[src/hdl/mbrtu_pkg.sv]
package mbrtu_pkg;

  // Modbus CRC-16: reflected polynomial, all-ones start value.
  localparam logic [15:0] CRC_INIT = 16'hFFFF;
  localparam logic [15:0] CRC_POLY = 16'hA001;

  // Smallest legal frame: address, function code, two CRC bytes.
  localparam int MIN_FRAME = 4;
  // Address byte plus the two CRC bytes around the PDU.
  localparam int FRAME_OVERHEAD = 3;

  // Most results one input item can produce: address, data, CRC low, CRC high.
  localparam int MAX_RES = 4;

  localparam logic FUNC_RX = 1'b0;
  localparam logic FUNC_TX = 1'b1;

  localparam logic KIND_TX = 1'b0;
  localparam logic KIND_RX = 1'b1;

  typedef logic [2:0] rcnt_t;

  typedef struct packed {
    logic       kind;
    logic [7:0] byte_v;
    logic       last;
    logic       ok;
    logic [7:0] addr;
    logic [7:0] len;
  } res_t;

  // Batch of results handed from the engine to the output queue.
  typedef struct packed {
    logic                     valid;
    rcnt_t                    n;
    res_t [MAX_RES-1:0]       ents;
  } load_t;

endpackage

[src/hdl/mbrtu_ifs.sv]
interface mbrtu_in_if;
  logic       valid;
  logic       ready;
  logic       func;
  logic [7:0] in_byte;
  logic       in_last;
  logic [7:0] slave_addr;

  modport source (output valid, output func, output in_byte, output in_last,
                  output slave_addr, input ready);
  modport sink (input valid, input func, input in_byte, input in_last,
                input slave_addr, output ready);
endinterface

interface mbrtu_out_if;
  logic       valid;
  logic       ready;
  logic       out_kind;
  logic [7:0] out_byte;
  logic       out_last;
  logic       frame_ok;
  logic [7:0] rx_addr;
  logic [7:0] pdu_length;

  modport source (output valid, output out_kind, output out_byte, output out_last,
                  output frame_ok, output rx_addr, output pdu_length, input ready);
  modport sink (input valid, input out_kind, input out_byte, input out_last,
                input frame_ok, input rx_addr, input pdu_length, output ready);
endinterface

[src/hdl/mbrtu_crc8.sv]
module mbrtu_crc8 (
  input  logic [15:0] crc_in,
  input  logic [7:0]  data_in,
  output logic [15:0] crc_out
);

  logic [15:0] c;

  // Eight reflected shift steps, flattened into one XOR network.
  always_comb begin
    c = crc_in ^ {8'h00, data_in};
    for (int i = 0; i < 8; i++) begin
      if (c[0]) begin
        c = (c >> 1) ^ mbrtu_pkg::CRC_POLY;
      end else begin
        c = c >> 1;
      end
    end
    crc_out = c;
  end

endmodule

[src/hdl/mbrtu_engine.sv]
module mbrtu_engine #(
  parameter int MAX_FRAME = 256
) (
  input  logic              clk,
  input  logic              rst_n,
  mbrtu_in_if.sink          in_ch,
  input  logic              q_free,
  output mbrtu_pkg::load_t  load
);

  localparam int CW = $clog2(MAX_FRAME + 2);
  localparam logic [CW-1:0] CNT_SAT = CW'(MAX_FRAME + 1);
  localparam logic [CW-1:0] CNT_MAX = CW'(MAX_FRAME);
  localparam logic [CW-1:0] CNT_MIN = CW'(mbrtu_pkg::MIN_FRAME);
  localparam logic [CW-1:0] CNT_OVH = CW'(mbrtu_pkg::FRAME_OVERHEAD);

  // Input register.
  logic       vld_r;
  logic       func_r;
  logic [7:0] byte_r;
  logic       last_r;
  logic [7:0] addr_r;

  // Frame state.
  logic [15:0]   crc_r, crc_nxt;
  logic [7:0]    h0_r, h0_nxt;
  logic [7:0]    h1_r, h1_nxt;
  logic [CW-1:0] cnt_r, cnt_nxt;
  logic [7:0]    fb_r, fb_nxt;

  logic [15:0]   crc_a, crc_b, crc_b_in;
  logic [7:0]    crc_a_data;
  logic [CW-1:0] cnt1, cnt2;
  logic          first;
  logic          rx_ok;
  logic          proceed;
  mbrtu_pkg::rcnt_t                       n;
  mbrtu_pkg::res_t [mbrtu_pkg::MAX_RES-1:0] res;

  function automatic logic [CW-1:0] sat_inc(input logic [CW-1:0] c);
    sat_inc = (c == CNT_SAT) ? c : c + CW'(1);
  endfunction

  assign first = (cnt_r == '0);

  // One CRC step for the held byte (receive) or the address (transmit),
  // a second one for the transmitted data byte.
  assign crc_a_data = (func_r == mbrtu_pkg::FUNC_RX) ? h0_r : addr_r;
  assign crc_b_in   = first ? crc_a : crc_r;

  mbrtu_crc8 u_crc_a (.crc_in(crc_r),    .data_in(crc_a_data), .crc_out(crc_a));
  mbrtu_crc8 u_crc_b (.crc_in(crc_b_in), .data_in(byte_r),     .crc_out(crc_b));

  always_comb begin
    crc_nxt = crc_r;
    h0_nxt  = h0_r;
    h1_nxt  = h1_r;
    cnt_nxt = cnt_r;
    fb_nxt  = fb_r;
    res     = '0;
    n       = '0;
    rx_ok   = 1'b0;
    cnt1    = first ? CW'(1) : cnt_r;
    cnt2    = sat_inc(cnt_r);
    if (func_r == mbrtu_pkg::FUNC_RX) begin
      if (first) begin
        fb_nxt = byte_r;
      end
      if (cnt_r >= CW'(2)) begin
        crc_nxt = crc_a;
      end
      h0_nxt  = h1_r;
      h1_nxt  = byte_r;
      cnt_nxt = cnt2;
      // The trailing CRC arrives low byte first: h1_r is the low byte.
      rx_ok = (cnt2 >= CNT_MIN) && (cnt2 <= CNT_MAX) && ({byte_r, h1_r} == crc_nxt);
      if (last_r) begin
        n             = mbrtu_pkg::rcnt_t'(1);
        res[0].kind   = mbrtu_pkg::KIND_RX;
        res[0].last   = 1'b1;
        res[0].ok     = rx_ok;
        res[0].addr   = rx_ok ? fb_nxt : 8'h00;
        res[0].len    = rx_ok ? 8'(cnt2 - CNT_OVH) : 8'h00;
      end
    end else begin
      cnt2    = sat_inc(cnt1);
      crc_nxt = crc_b;
      cnt_nxt = cnt2;
      if (first) begin
        fb_nxt        = addr_r;
        res[0].kind   = mbrtu_pkg::KIND_TX;
        res[0].byte_v = addr_r;
        res[1].kind   = mbrtu_pkg::KIND_TX;
        res[1].byte_v = byte_r;
        res[1].last   = ~last_r;
        res[2].byte_v = crc_b[7:0];
        res[3].byte_v = crc_b[15:8];
        res[3].last   = 1'b1;
        n = last_r ? mbrtu_pkg::rcnt_t'(4) : mbrtu_pkg::rcnt_t'(2);
      end else begin
        res[0].kind   = mbrtu_pkg::KIND_TX;
        res[0].byte_v = byte_r;
        res[0].last   = ~last_r;
        res[1].byte_v = crc_b[7:0];
        res[2].byte_v = crc_b[15:8];
        res[2].last   = 1'b1;
        n = last_r ? mbrtu_pkg::rcnt_t'(3) : mbrtu_pkg::rcnt_t'(1);
      end
    end
    // The end of a frame or PDU returns the state to its reset value.
    if (last_r) begin
      crc_nxt = mbrtu_pkg::CRC_INIT;
      h0_nxt  = '0;
      h1_nxt  = '0;
      cnt_nxt = '0;
      fb_nxt  = '0;
    end
  end

  // An item that produces no result never waits for the output queue.
  assign proceed     = vld_r && ((n == '0) || q_free);
  assign in_ch.ready = !vld_r || proceed;

  assign load.valid = proceed && (n != '0);
  assign load.n     = n;
  assign load.ents  = res;

  always_ff @(posedge clk) begin
    if (!rst_n) begin
      vld_r <= 1'b0;
      crc_r <= mbrtu_pkg::CRC_INIT;
      h0_r  <= '0;
      h1_r  <= '0;
      cnt_r <= '0;
      fb_r  <= '0;
    end else begin
      if (in_ch.valid && in_ch.ready) begin
        vld_r <= 1'b1;
      end else if (proceed) begin
        vld_r <= 1'b0;
      end
      if (proceed) begin
        crc_r <= crc_nxt;
        h0_r  <= h0_nxt;
        h1_r  <= h1_nxt;
        cnt_r <= cnt_nxt;
        fb_r  <= fb_nxt;
      end
    end
  end

  always_ff @(posedge clk) begin
    if (in_ch.valid && in_ch.ready) begin
      func_r <= in_ch.func;
      byte_r <= in_ch.in_byte;
      last_r <= in_ch.in_last;
      addr_r <= in_ch.slave_addr;
    end
  end

endmodule

[src/hdl/mbrtu_outq.sv]
module mbrtu_outq (
  input  logic              clk,
  input  logic              rst_n,
  input  mbrtu_pkg::load_t  load,
  output logic              q_free,
  mbrtu_out_if.source       out_ch
);

  mbrtu_pkg::res_t [mbrtu_pkg::MAX_RES-1:0] ent_r;
  mbrtu_pkg::rcnt_t rem_r;
  logic pop;

  assign out_ch.valid      = (rem_r != '0);
  assign pop               = out_ch.valid && out_ch.ready;
  assign out_ch.out_kind   = ent_r[0].kind;
  assign out_ch.out_byte   = ent_r[0].byte_v;
  assign out_ch.out_last   = ent_r[0].last;
  assign out_ch.frame_ok   = ent_r[0].ok;
  assign out_ch.rx_addr    = ent_r[0].addr;
  assign out_ch.pdu_length = ent_r[0].len;

  // A new batch may land when the queue is empty or its last entry leaves now.
  assign q_free = (rem_r == '0) || ((rem_r == mbrtu_pkg::rcnt_t'(1)) && pop);

  always_ff @(posedge clk) begin
    if (!rst_n) begin
      rem_r <= '0;
    end else if (load.valid) begin
      rem_r <= load.n;
    end else if (pop) begin
      rem_r <= rem_r - mbrtu_pkg::rcnt_t'(1);
    end
  end

  always_ff @(posedge clk) begin
    if (load.valid) begin
      ent_r <= load.ents;
    end else if (pop) begin
      ent_r <= ent_r >> $bits(mbrtu_pkg::res_t);
    end
  end

endmodule

[src/hdl/modbus_rtu_frame_check_and_build.sv]
// Modbus RTU frame engine with one CRC-16 (polynomial 0xA001, start 0xFFFF).
// With func = 0 each transfer is one received frame byte; the byte marked last
// yields one verdict carrying frame_ok, the address and the PDU length. With
// func = 1 each transfer is one PDU byte; the slave address goes out ahead of
// the first byte and the CRC, low byte first, after the last. An item is
// registered on input and turned into its results by a byte-wide CRC
// network; the results are registered in a four-entry queue, which takes a
// batch only when it is free, and leave it at one per cycle while the result
// port is ready. A received byte makes zero or one result, a transmitted
// byte up to four. The next item is taken while the queue drains.
module modbus_rtu_frame_check_and_build #(
  parameter int MAX_FRAME = 256
) (
  input logic          clk,
  input logic          rst_n,
  mbrtu_in_if.sink     in_ch,
  mbrtu_out_if.source  out_ch
);

  mbrtu_pkg::load_t load;
  logic             q_free;

  mbrtu_engine #(.MAX_FRAME(MAX_FRAME)) u_engine (
    .clk    (clk),
    .rst_n  (rst_n),
    .in_ch  (in_ch),
    .q_free (q_free),
    .load   (load)
  );

  mbrtu_outq u_outq (
    .clk    (clk),
    .rst_n  (rst_n),
    .load   (load),
    .q_free (q_free),
    .out_ch (out_ch)
  );

  // A batch only lands in a queue that is free to take it.
  a_load_free: assert property (@(posedge clk) disable iff (!rst_n)
    load.valid |-> q_free)
    else $error("result batch loaded into a busy queue");

  // A receive verdict is always the last result of its item.
  a_verdict_last: assert property (@(posedge clk) disable iff (!rst_n)
    (out_ch.valid && out_ch.out_kind == mbrtu_pkg::KIND_RX) |-> out_ch.out_last)
    else $error("receive verdict without last mark");

  // A rejected frame reports neither address nor length.
  a_reject_clean: assert property (@(posedge clk) disable iff (!rst_n)
    (out_ch.valid && out_ch.out_kind == mbrtu_pkg::KIND_RX && !out_ch.frame_ok)
      |-> (out_ch.rx_addr == 8'h00 && out_ch.pdu_length == 8'h00))
    else $error("rejected frame carries address or length");

  // An accepted frame holds at least one PDU byte.
  a_ok_len: assert property (@(posedge clk) disable iff (!rst_n)
    (out_ch.valid && out_ch.out_kind == mbrtu_pkg::KIND_RX && out_ch.frame_ok)
      |-> (out_ch.pdu_length != 8'h00))
    else $error("accepted frame with empty PDU");

endmodule
[src/flat_wrapper.sv]
// flat-port wrapper written by rule: the top's interface ports become plain ports
module modbus_rtu_frame_check_and_build_flat 
#(
  parameter int MAX_FRAME = 256
)
  (clk, rst_n, in_ch_valid, in_ch_func, in_ch_in_byte, in_ch_in_last, in_ch_slave_addr, in_ch_ready, out_ch_valid, out_ch_out_kind, out_ch_out_byte, out_ch_out_last, out_ch_frame_ok, out_ch_rx_addr, out_ch_pdu_length, out_ch_ready);
  mbrtu_in_if in_ch_i ();
  mbrtu_out_if out_ch_i ();
  input logic clk;
  input logic rst_n;
  input wire logic [$bits(in_ch_i.valid)-1:0] in_ch_valid;
  input wire logic [$bits(in_ch_i.func)-1:0] in_ch_func;
  input wire logic [$bits(in_ch_i.in_byte)-1:0] in_ch_in_byte;
  input wire logic [$bits(in_ch_i.in_last)-1:0] in_ch_in_last;
  input wire logic [$bits(in_ch_i.slave_addr)-1:0] in_ch_slave_addr;
  output wire logic [$bits(in_ch_i.ready)-1:0] in_ch_ready;
  output wire logic [$bits(out_ch_i.valid)-1:0] out_ch_valid;
  output wire logic [$bits(out_ch_i.out_kind)-1:0] out_ch_out_kind;
  output wire logic [$bits(out_ch_i.out_byte)-1:0] out_ch_out_byte;
  output wire logic [$bits(out_ch_i.out_last)-1:0] out_ch_out_last;
  output wire logic [$bits(out_ch_i.frame_ok)-1:0] out_ch_frame_ok;
  output wire logic [$bits(out_ch_i.rx_addr)-1:0] out_ch_rx_addr;
  output wire logic [$bits(out_ch_i.pdu_length)-1:0] out_ch_pdu_length;
  input wire logic [$bits(out_ch_i.ready)-1:0] out_ch_ready;
  assign in_ch_i.valid = in_ch_valid;
  assign in_ch_i.func = in_ch_func;
  assign in_ch_i.in_byte = in_ch_in_byte;
  assign in_ch_i.in_last = in_ch_in_last;
  assign in_ch_i.slave_addr = in_ch_slave_addr;
  assign in_ch_ready = in_ch_i.ready;
  assign out_ch_valid = out_ch_i.valid;
  assign out_ch_out_kind = out_ch_i.out_kind;
  assign out_ch_out_byte = out_ch_i.out_byte;
  assign out_ch_out_last = out_ch_i.out_last;
  assign out_ch_frame_ok = out_ch_i.frame_ok;
  assign out_ch_rx_addr = out_ch_i.rx_addr;
  assign out_ch_pdu_length = out_ch_i.pdu_length;
  assign out_ch_i.ready = out_ch_ready;
  modbus_rtu_frame_check_and_build #(.MAX_FRAME(MAX_FRAME)) u_core (.clk(clk), .rst_n(rst_n), .in_ch(in_ch_i), .out_ch(out_ch_i));
endmodule
[config.mk]
export PLATFORM = sky130hd
export DESIGN_NAME = modbus_rtu_frame_check_and_build_flat
export DESIGN_NICKNAME = d
export VERILOG_FILES = /design/src/hdl/mbrtu_pkg.sv /design/src/hdl/mbrtu_ifs.sv /design/src/hdl/mbrtu_crc8.sv /design/src/hdl/mbrtu_engine.sv /design/src/hdl/mbrtu_outq.sv /design/src/hdl/modbus_rtu_frame_check_and_build.sv /design/src/flat_wrapper.sv
export SDC_FILE = /design/constraint.sdc
export NUM_CORES = 1
export LEC_CHECK = 0
export ABC_AREA = 0
export BUFFER_PORTS_ARGS = -buffer_cell sky130_fd_sc_hd__buf_4
export CAP_MARGIN = 25
export CORE_MARGIN = 5
export CORE_UTILIZATION = 45
export DETAILED_ROUTE_END_ITERATION = 8
export GPL_TIMING_DRIVEN = 0
export PLACE_DENSITY = 0.63
export SLEW_MARGIN = 30
export SYNTH_ARGS = -nofsm -noshare
export SYNTH_HDL_FRONTEND = slang
export SYNTH_SLANG_ARGS = --single-unit
[constraint.sdc]
create_clock -name clk -period 4.4 [get_ports clk]
set_input_delay 0.22 -clock clk [delete_from_list [all_inputs] [get_ports clk]]
set_output_delay 0.22 -clock clk [all_outputs]
set_load 0.05 [all_outputs]
# == Word-level counts from Yosys, hierarchy flattened ==
# Index checks and enable logic that the tools add are counted.
# word_totals
reg_bits,126
input_bits,22
out_inout_bits,29
# op_classes
add_sub_neg,4
order_cmp,3
n_eq_ne,6
mux,64
bitwise,19
reduce_logical,20
# op_table
operator,count
$mux 16,21
$mux 107,2
$mux 8,15
$mux 9,9
$not 2->3,16
$xor 16x8->16,2
$add 9x1->9 const B,2
$eq 9x9->1 const B,2
$mux 18,1
$mux 17,1
$eq 16x16->1,1
$mux 3,5
$ge 9x2->1 const B,1
$ge 9x3->1 const B,1
$le 9x9->1 const B,1
$logic_not 9->1,1
$mux 1,9
$sub 8x2->8 const B,1
$logic_and 1x1->1,7
$logic_not 3->1,2
$reduce_bool 3->1,2
$reduce_and 2->1,2
$reduce_bool 2->1,2
$eq 3x1->1 const B,1
other kinds (7),9

# == Depth between registers and ports, before layout ==
# Gate-level depths: netlist (run 1).
# logic_depth
ltp_word,39
ltp_mapped,16

# == Hierarchy ==
# Synthesis (run 1) repeated with hierarchy kept, for this count alone.
# hier_totals
hier_cells,1052
area_unflattened_um2,10816.6
# by_module_without_submodules
mod,instances,cells_each,area_per_inst_um2,seq_area_each_um2
mbrtu_engine,1,714,5415.2,1541.5
mbrtu_outq,1,280,4833.4,3303.2
mbrtu_crc8,2,29,284.0,0.0

# == Least setup slack after synthesis (run 1) ==
# No wires, ideal clock.
# synth_timing
path_type,flip-flop to flip-flop
start,register u_core.u_engine.cnt_r[1]
end,"register u_core.u_outq.ent_r[72] (netlist bit), data pin"
setup_ns,0.265
arrival_ns,3.127
t_required_ns,4.135
path_slack_ns,1.009
path_stages_with_launch,15
n_path_buf,1
period_less_slack_ns,3.391
path_cell_list,dfxtp_1 clkbuf_1 inv_1 ha_1 nor4b_2 nand2_2 inv_4 mux2i_2 xnor2_4 xnor3_1 xor3_2 xor2_1 xnor2_1 nand3_1 o211ai_2
# synth_via
elab_chain_cells,15
# synth_rtl
element,line,text
start: declaration,mbrtu_engine.sv:28,"logic [CW-1:0] cnt_r, cnt_nxt;"
start signal: assignment,mbrtu_engine.sv:146,cnt_r <= cnt_nxt;
$logic_not 9->1 (*),mbrtu_engine.sv:44,assign first = (cnt_r == '0);
$mux 16,mbrtu_engine.sv:49,assign crc_b_in = first ? crc_a : crc_r;
$xor 16x8->16,mbrtu_crc8.sv:11,"c = crc_in ^ {8'h00, data_in};"
$mux 16 or $not 2->3 (tied branches) (7 in series),--,
$not 2->3 (no source line) or $mux 16 (tied branches),--,
$mux 16,mbrtu_crc8.sv:13,if (c[0]) begin
$mux 8,mbrtu_engine.sv:89,if (first) begin
$mux 9,mbrtu_engine.sv:65,if (func_r == mbrtu_pkg::FUNC_RX) begin
$mux 107 (*),mbrtu_outq.sv:36,if (load.valid) begin
end signal: assignment,mbrtu_outq.sv:37,ent_r <= load.ents;
end signal: assignment,mbrtu_outq.sv:39,ent_r <= ent_r >> $bits(mbrtu_pkg::res_t);
end: declaration,mbrtu_outq.sv:9,mbrtu_pkg::res_t [mbrtu_pkg::MAX_RES-1:0] ent_r;
# Mark *: on every way between the ends. The rest lies on a longest branch, timed or not.
# A chain may end at the register's enable or synchronous reset.

# == Final worst setup path (run 1) ==
# layout_timing
start,register u_core.u_engine.cnt_r[1]
end,"register u_core.u_outq.ent_r[45] (netlist bit), data pin"
# Same word-level chain as after synthesis.

==> impl_results.md, run 1 <==
- Outcome: completed
- Highest-delay cell along the critical path: sky130_fd_sc_hd__xnor3_1
- Mapped Area: 0.00741 sq mm
- CP max stage delay: 0.47 ns
- Final Wtd Congestion: 0.945
- Most frequent cell on the critical path: sky130_fd_sc_hd__xnor2_1
- Most used cells in the layout excluding fill and tap cells: sky130_fd_sc_hd__nand2_1, sky130_fd_sc_hd__buf_4, sky130_fd_sc_hd__edfxtp_1
- Most common library cell in the layout ignoring fill and taps: sky130_fd_sc_hd__nand2_1
- Number of antenna repair diodes: 0
- Yosys warning total: 0
- Static leakage: 3.48 nW
- Total power divided by cell area: a little under 800 mW/mm^2
- Die Area: between 0.015 and 0.02 sq mm
- Vias in the first global route: 5756
- Routed wire length: 21300 microns
- Measured slew at the worst slew-check pin: 0.987 ns
- Number of vias in the routed layout: between 5000 and 6000
- Reg clk slew, reported paths: 0.06 ns
- Post-Place Cell Area: 0.00809 sq mm
- Number of max-cap violations: 0
- Port buffer count: 49
- Worst supply voltage drop on vdd: 0.508 mV
- Setup Total Neg Slack: 0 ns
- Type of the tightest min-delay check: input pin to flop
- Largest fanout of any net on the critical path: 10
- Setup Viol. Count Final: 0
- Final hold violation count: 0
- Root buf cell: sky130_fd_sc_hd__clkbuf_16
- Number of placement rows: 47
- Hold-fix buffers at CTS: 18
- Final ANT Viol Nets: 0
- Post-route minimum period: 3.90 ns
- Worst setup SP type: flop
- Wire per inst: between 20 and 25 microns
- Initial DRC Count: 470
- Remaining max-slew budget at the tightest pin: between 30% and 40%
- Period Utilization, post-route: 88.6%
- Synth cell types: between 60 and 70
- H-tree Lvls: 4
- Cell types with the largest area share after synthesis: sky130_fd_sc_hd__edfxtp_1, sky130_fd_sc_hd__dfxtp_1, sky130_fd_sc_hd__mux2i_1
- Most area-hungry cell type in the Yosys netlist: sky130_fd_sc_hd__edfxtp_1
- Die H: 138 microns
- Clock net sink count: 125
- Antenna violations before repair: 0
- Skew final: 0.00581 ns
- Data required time at the worst endpoint: around 4.6 ns
- Detailed-router iteration count before antenna repair: 5
- Post-Syn Nets: 774
- Worst path arrival time: between 4 and 5 ns
- Width of the chip: 138 microns
- Seq cells post-synth: 125
- Layout Area Growth over Synthesis: 18.7%
- Area fraction of the dominant cell type after synthesis: between 20% and 30%
- Core ar.: 0.0163 sq mm
- TritonCTS clock tree: built
- Share of final-layout standard cells stronger than drive strength 1: 18.0%
- Average via count per standard cell: 5.48
- Wire length of the first global-routing pass: 33200 microns
- TritonCTS Buffers: 17
- Crit Path Category: flop to flop
- Remaining design rule violation count: 0
- Initial Util: 45.3%
- Number of synthesized flops with an enable pin: 72
- # IOs: 51
- Fraction of registers with async set/reset: 0%
- Setup repair after global routing missed its margin: no
- Final-stage net count: 862
- Congestion Overflow GR: 0
- Number of pins exceeding their max-slew limit in the final report: 0
- Average cell area after synthesis: 10.0 sq um
- Resize count post-CTS: 0
- Maximum root-to-sink buffer count: 2
- Register area share after synthesis: 43.5%
- Final Cell Area: 0.00879 sq mm
- Setup crit end kind: flop
- Post-synth top flop: sky130_fd_sc_hd__edfxtp_1
- Critical-path cell list: clkbuf_1 -> inv_1 -> ha_1 -> nor4b_2 -> nand2_2 -> inv_4 -> mux2i_2 -> xnor2_4 -> xnor3_1 -> xor3_2 -> xnor2_1 -> nor2_1 -> xnor2_1 -> o21ai_1
- Synthesized instance count: 739
- Detailed placer's ending HPWL: roughly 16000 microns
- Later-pin clock latency in the skew report: 0.42 ns
- Total track usage: roughly 22%
- Setup Buffers After CTS: 0
- Pin count of the biggest net entering global routing: 42
- Highest attainable clock frequency: between 200 and 300 MHz
cells in the mapped netlist (4+ instances only):
master / count
sky130_fd_sc_hd__a31oi_1: 4
sky130_fd_sc_hd__edfxtp_1: 72
sky130_fd_sc_hd__buf_6: 4
sky130_fd_sc_hd__nor3_1: 12
sky130_fd_sc_hd__o21ai_0: 49
sky130_fd_sc_hd__buf_1: 7
sky130_fd_sc_hd__nand2_1: 88
sky130_fd_sc_hd__nor3_2: 9
sky130_fd_sc_hd__xnor2_1: 47
sky130_fd_sc_hd__clkbuf_1: 31
sky130_fd_sc_hd__xnor2_2: 4
sky130_fd_sc_hd__ha_1: 13
sky130_fd_sc_hd__nand3_1: 11
sky130_fd_sc_hd__o22ai_1: 5
sky130_fd_sc_hd__o21ai_1: 8
sky130_fd_sc_hd__nor2b_1: 39
sky130_fd_sc_hd__buf_2: 7
sky130_fd_sc_hd__o211ai_1: 5
sky130_fd_sc_hd__dfxtp_1: 53
sky130_fd_sc_hd__and2_1: 6
sky130_fd_sc_hd__a21oi_1: 26
sky130_fd_sc_hd__buf_4: 24
sky130_fd_sc_hd__nor2_1: 38
sky130_fd_sc_hd__mux2i_1: 45
sky130_fd_sc_hd__xor2_1: 30
sky130_fd_sc_hd__inv_1: 12
sky130_fd_sc_hd__a221oi_1: 5
sky130_fd_sc_hd__nand4_1: 4
sky130_fd_sc_hd__a32o_1: 4
sky130_fd_sc_hd__a22oi_1: 28
registers in the layout (all words and copies together) (netlist names), 8 cells and up:
signal                           flops
u_core.u_outq.ent_r                 27
u_core.u_engine.crc_r               16
u_core.u_engine.cnt_r                9
u_core.u_engine.addr_r               8
u_core.u_engine.byte_r               8
u_core.u_engine.fb_r                 8
u_core.u_engine.h0_r                 8
u_core.u_engine.h1_r                 8
u_core.u_outq.out_ch.out_byte        8
u_core.u_outq.out_ch.pdu_length      8
u_core.u_outq.out_ch.rx_addr         8
per-stage QoR:
| stage | std cells | total power, mW | utilization [%] | hold slack [ns] | setup slack (ns) |
|---|---|---|---|---|---|
| 3_5_place_dp | 1010 | 5.63 | 49.5 | 0.399 | 0.373 |
| 3_3_place_gp | 1008 | 5.58 | 49.2 | 0.398 | 0.374 |
| 4_1_cts | 1060 | 6.91 | 53.7 | 0.0918 | 0.366 |
| 2_1_floorplan | 739 | 4.72 | - | 0.319 | 1.01 |
| 5_1_grt | 1060 | 7.30 | 53.8 | 0.140 | 0.300 |
| 6_report | 1060 | 6.92 | 53.8 | 0.0957 | 0.502 |
path summary, 6_finish.rpt:
check / startpoint / endpoint / slack, ns / cells after the start
min: in_ch_valid / u_core.u_engine.vld_r / 0.1 / 3
min reg2reg: u_core.u_outq.rem_r[1] / u_core.u_outq.rem_r[1] / 0.51 / 1
max: u_core.u_engine.cnt_r[1] / u_core.u_outq.ent_r[45] / 0.50 / 14
max reg2reg: u_core.u_engine.cnt_r[1] / u_core.u_outq.ent_r[45] / 0.50 / 14
logic make-up after synthesis:
family	count (synthesis)	share of synthesized area, %
AOI/OAI and AO/OA	152	13.1
xor gates and xnor gates	90	12.9
adders and majority gates	13	2.20
buffers and inverters	87	6.18
DFF	125	43.5
muxes	48	6.61
and+or+nand+nor	224	15.5
power breakdown:
group	leakage (nW)	switching, mW	internal (mW)
Clock	0.254	0.501	0.739
Combinational	2.10	2.34	1.52
Sequential	1.13	0.149	1.67
routing by layer:
metal  GRT usage (%)  vias to the layer above  part of all wire [%]
met2            34.6                      223                    46
met4            8.84                        0                   3.0
met3            4.28                       42                   6.2
met5               0                        -                     0
met1            31.2                     2772                    45
li1                -                     2777                     -
worst max-delay path: cells and delay by family (launching register included):
kind | cells | cell delay, ns
xor gates and xnor gates | 5 | 1.52
buffers and inverters | 3 | 0.56
and+or+nand+nor | 3 | 0.55
DFF | 1 | 0.34
muxes | 1 | 0.36
adders and majority gates | 1 | 0.20
AOI/OAI and AO/OA | 1 | 0.08
cell type report:
type                       instances  area (sq um)
clock inverter                     9          48.8
inverter                          14          55.1
clock buffer                      23           468
timing repair buffer              69           576
buffer                            73           403
tap                              220           275
sequential                       125          3220
multi-input combinational        527          3740
fill                            1508          7560
Note: power is estimated with default switching activity, not from simulation.
==> run 2, diff against run 1 <==
--- a/config.mk
+++ b/config.mk
@@ -13,6 +13,7 @@
 export DETAILED_ROUTE_END_ITERATION = 8
 export GPL_TIMING_DRIVEN = 0
 export PLACE_DENSITY = 0.63
+export REMOVE_ABC_BUFFERS = 1
 export SLEW_MARGIN = 30
 export SYNTH_ARGS = -nofsm -noshare
 export SYNTH_HDL_FRONTEND = slang
==> run 2 against run 1 <==
  * Global-route usage is 2.7 points lower
  * Clock skew is 0.0021 ns higher
  * Total power is 1.5% higher
  * Cell count is 6.2% lower
  * Combinational power is 5.2% lower
  * Clock power is 21% higher
  * Non-clock buffer count is 66 lower
  * Utilization is 0.71 points lower
  * Clock-buffer cell count is 5 lower
  * Register-to-register slack worse by 0.18 ns
  * Highest routed layer unchanged
  * Sequential power is 2% higher
==> impl_results.md, run 2 (synthesis gave the netlist of run 1 again) <==
- Most used cells in the layout excluding fill and tap cells: sky130_fd_sc_hd__nand2_1, sky130_fd_sc_hd__edfxtp_1, sky130_fd_sc_hd__dfxtp_1
- Logic depth of the worst path, buffers included: 13
- Min Hold Slack: ~0.11 ns
- Setup Total Neg Slack: 0 ns
- Worst path arrival time: 4.25 ns
- Number of vias in the routed layout: 5406
- Gate family responsible for the most delay along the worst path: XOR/XNOR gates
- Post-route core utilization: 53.1%
- Outcome: completed
- Later-pin clock latency in the skew report: 0.42 ns
- Final Wtd Congestion: 0.870
- Number of max-cap violations: 0
- Data required time at the worst endpoint: 4.57 ns
- Die Area: 0.0191 sq mm
- Endpoint of the worst-slack reg-to-reg timing path: u_core.u_outq.ent_r[72]
- Pin count of the biggest net entering global routing: 55
- Measured slew at the worst slew-check pin: 0.893 ns
- Internal reg-to-reg setup slack: between 0.3 and 0.4 ns
- Average via count per standard cell: 5.44
- Max reg flops: 27
- Post-route minimum period: 4.08 ns
- # IOs: 51
- Number of placement rows: 47
- Setup Viol. Count Final: 0
- Critical-path cell list: inv_1 -> ha_1 -> nor4b_4 -> nand2_4 -> clkinv_8 -> mux2i_2 -> xnor2_4 -> xnor3_1 -> xor3_2 -> xor2_1 -> xnor2_1 -> nand3_1 -> o211ai_2
- Clock net sink count: 125
- Number of pins exceeding their max-slew limit in the final report: 0
- Origin of the critical flop-to-flop path: u_core.u_engine.cnt_r[0]
- Highest attainable clock frequency: 245 MHz
- Vias in the first global route: 5255
- Highest-delay cell along the critical path: sky130_fd_sc_hd__xnor3_1
- Register bank with the most flops: u_core.u_outq.ent_r
- Start point of the critical path: u_core.u_engine.cnt_r[0]
- Root buf cell: sky130_fd_sc_hd__clkbuf_16
- Layout Area Growth over Synthesis: 17.1%
- Worst setup SP type: flop
- Filler Cell Count: around 1500
- Final ANT Viol Nets: 0
- Worst supply voltage drop on vdd: 0.487 mV
- Reg clk slew, reported paths: ~0.060 ns
- H-tree Lvls: 4
- Worst reg-to-reg path cell count: 13
- Share of final-layout standard cells stronger than drive strength 1: 17.2%
- Core ar.: 0.0163 sq mm
- Period Utilization, post-route: 92.8%
- Skew final: a little under 0.008 ns
- Antenna violations before repair: 0
- CP max stage delay: 0.49 ns
- Crit Path Category: flop to flop
- Number of antenna repair diodes: 0
- Routed wire length: 18900 microns
- Total power divided by cell area: 809 mW/mm^2
- Final non-filler cell total: approximately 990
- Wire per inst: 19.0 microns
- Largest registers: u_core.u_outq.ent_r: 27 flops, u_core.u_engine.crc_r: 16 flops, u_core.u_engine.cnt_r: 9 flops
- Initial DRC Count: around 430
- TritonCTS clock tree: built
- Detailed placer's ending HPWL: 13000 microns
- Die H: 138 microns
- Maximum root-to-sink buffer count: 2
- Setup repair after global routing missed its margin: no
- Total track usage: 19.7%
- Largest fanout of any net on the critical path: 44
- Remaining max-slew budget at the tightest pin: 40.0%
- Static leakage: about 3.4 nW
- Final hold violation count: 0
- Final-stage net count: slightly below 800
- Initial Util: a little under half
- Post-Place Cells: 944
- Setup crit end kind: flop
- Post-route total power: 7.02 mW
- Most common library cell in the layout ignoring fill and taps: sky130_fd_sc_hd__nand2_1
- Crit path buf inv count: 2
- Type of the tightest min-delay check: input pin to flop
- Congestion Overflow GR: 0
- Width of the chip: ~140 microns
- Critical path destination: u_core.u_outq.ent_r[72]
- Wire length of the first global-routing pass: 30000 microns
- Port buffer count: 50
- Detailed-router iteration count before antenna repair: 5
- TritonCTS Buffers: 17
- Remaining design rule violation count: 0
## run 2: what timing repair did
| action | CTS | global route |
|---|---|---|
| hold buffers | 18 | 0 |
| setup buffers | 0 | 0 |
| cloned | 0 | 0 |
| endpoints found under the setup margin | 4 | 22 |
| hold endpoints to repair | 18 | 0 |
| gates resized for setup | 2 | 4 |
## run 2: area by class of cell
| type | instances | area (sq um) | area share [%] |
|---|---|---|---|
| clock buffer | 18 | 429 | 4.95 |
| clock inverter | 14 | 191 | 2.21 |
| inverter | 14 | 65.1 | 0.750 |
| multi-input combinational | 527 | 3800 | 43.8 |
| sequential | 125 | 3220 | 37.2 |
| tap | 220 | 275 | 3.17 |
| timing repair buffer | 76 | 694 | 8.00 |
## run 2: worst min path at each step
stage               depth (start not counted)                        end  slack, ns             start
CTS                                         3      u_core.u_engine.vld_r       0.09       in_ch_valid
detailed placement                          1  u_core.u_engine.byte_r[7]       0.40  in_ch_in_byte[7]
global route                                3      u_core.u_engine.vld_r        0.1       in_ch_valid
global placement                            1  u_core.u_engine.byte_r[4]       0.40  in_ch_in_byte[4]
floorplan                                   1  u_core.u_engine.crc_r[12]       0.28             rst_n
finish                                      3      u_core.u_engine.vld_r       0.11       in_ch_valid
## run 2: power by group
group / internal (mW) / leakage, nW / total (mW) / switching (mW)
clock: 0.949 / 0.293 / 1.50 / 0.555
sequential: 1.67 / 1.13 / 1.86 / 0.191
combinational: 1.44 / 1.96 / 3.65 / 2.22
total: 4.06 / 3.39 / 7.02 / 2.96
## run 2: stage by stage
step                cell area, sq um  setup slack [ns]
floorplan                       7000            -0.513
global placement                7650             -3.51
detailed placement              7840            -0.167
CTS                             8650           0.00326
global route                    8680            0.0668
finish                          8680             0.318
## run 2: routing by layer
metal | wire length [microns] | track usage [%]
met5 | 0 | 0
met4 | 233 | 5.93
met3 | 954 | 4.11
met2 | 8820 | 30.3
met1 | 8870 | 28.2
## run 2: tightest hold or removal path, stage by stage
cell                       delay [ns]
sky130_fd_sc_hd__buf_4           0.07
sky130_fd_sc_hd__inv_1           0.04
sky130_fd_sc_hd__a21boi_0        0.14
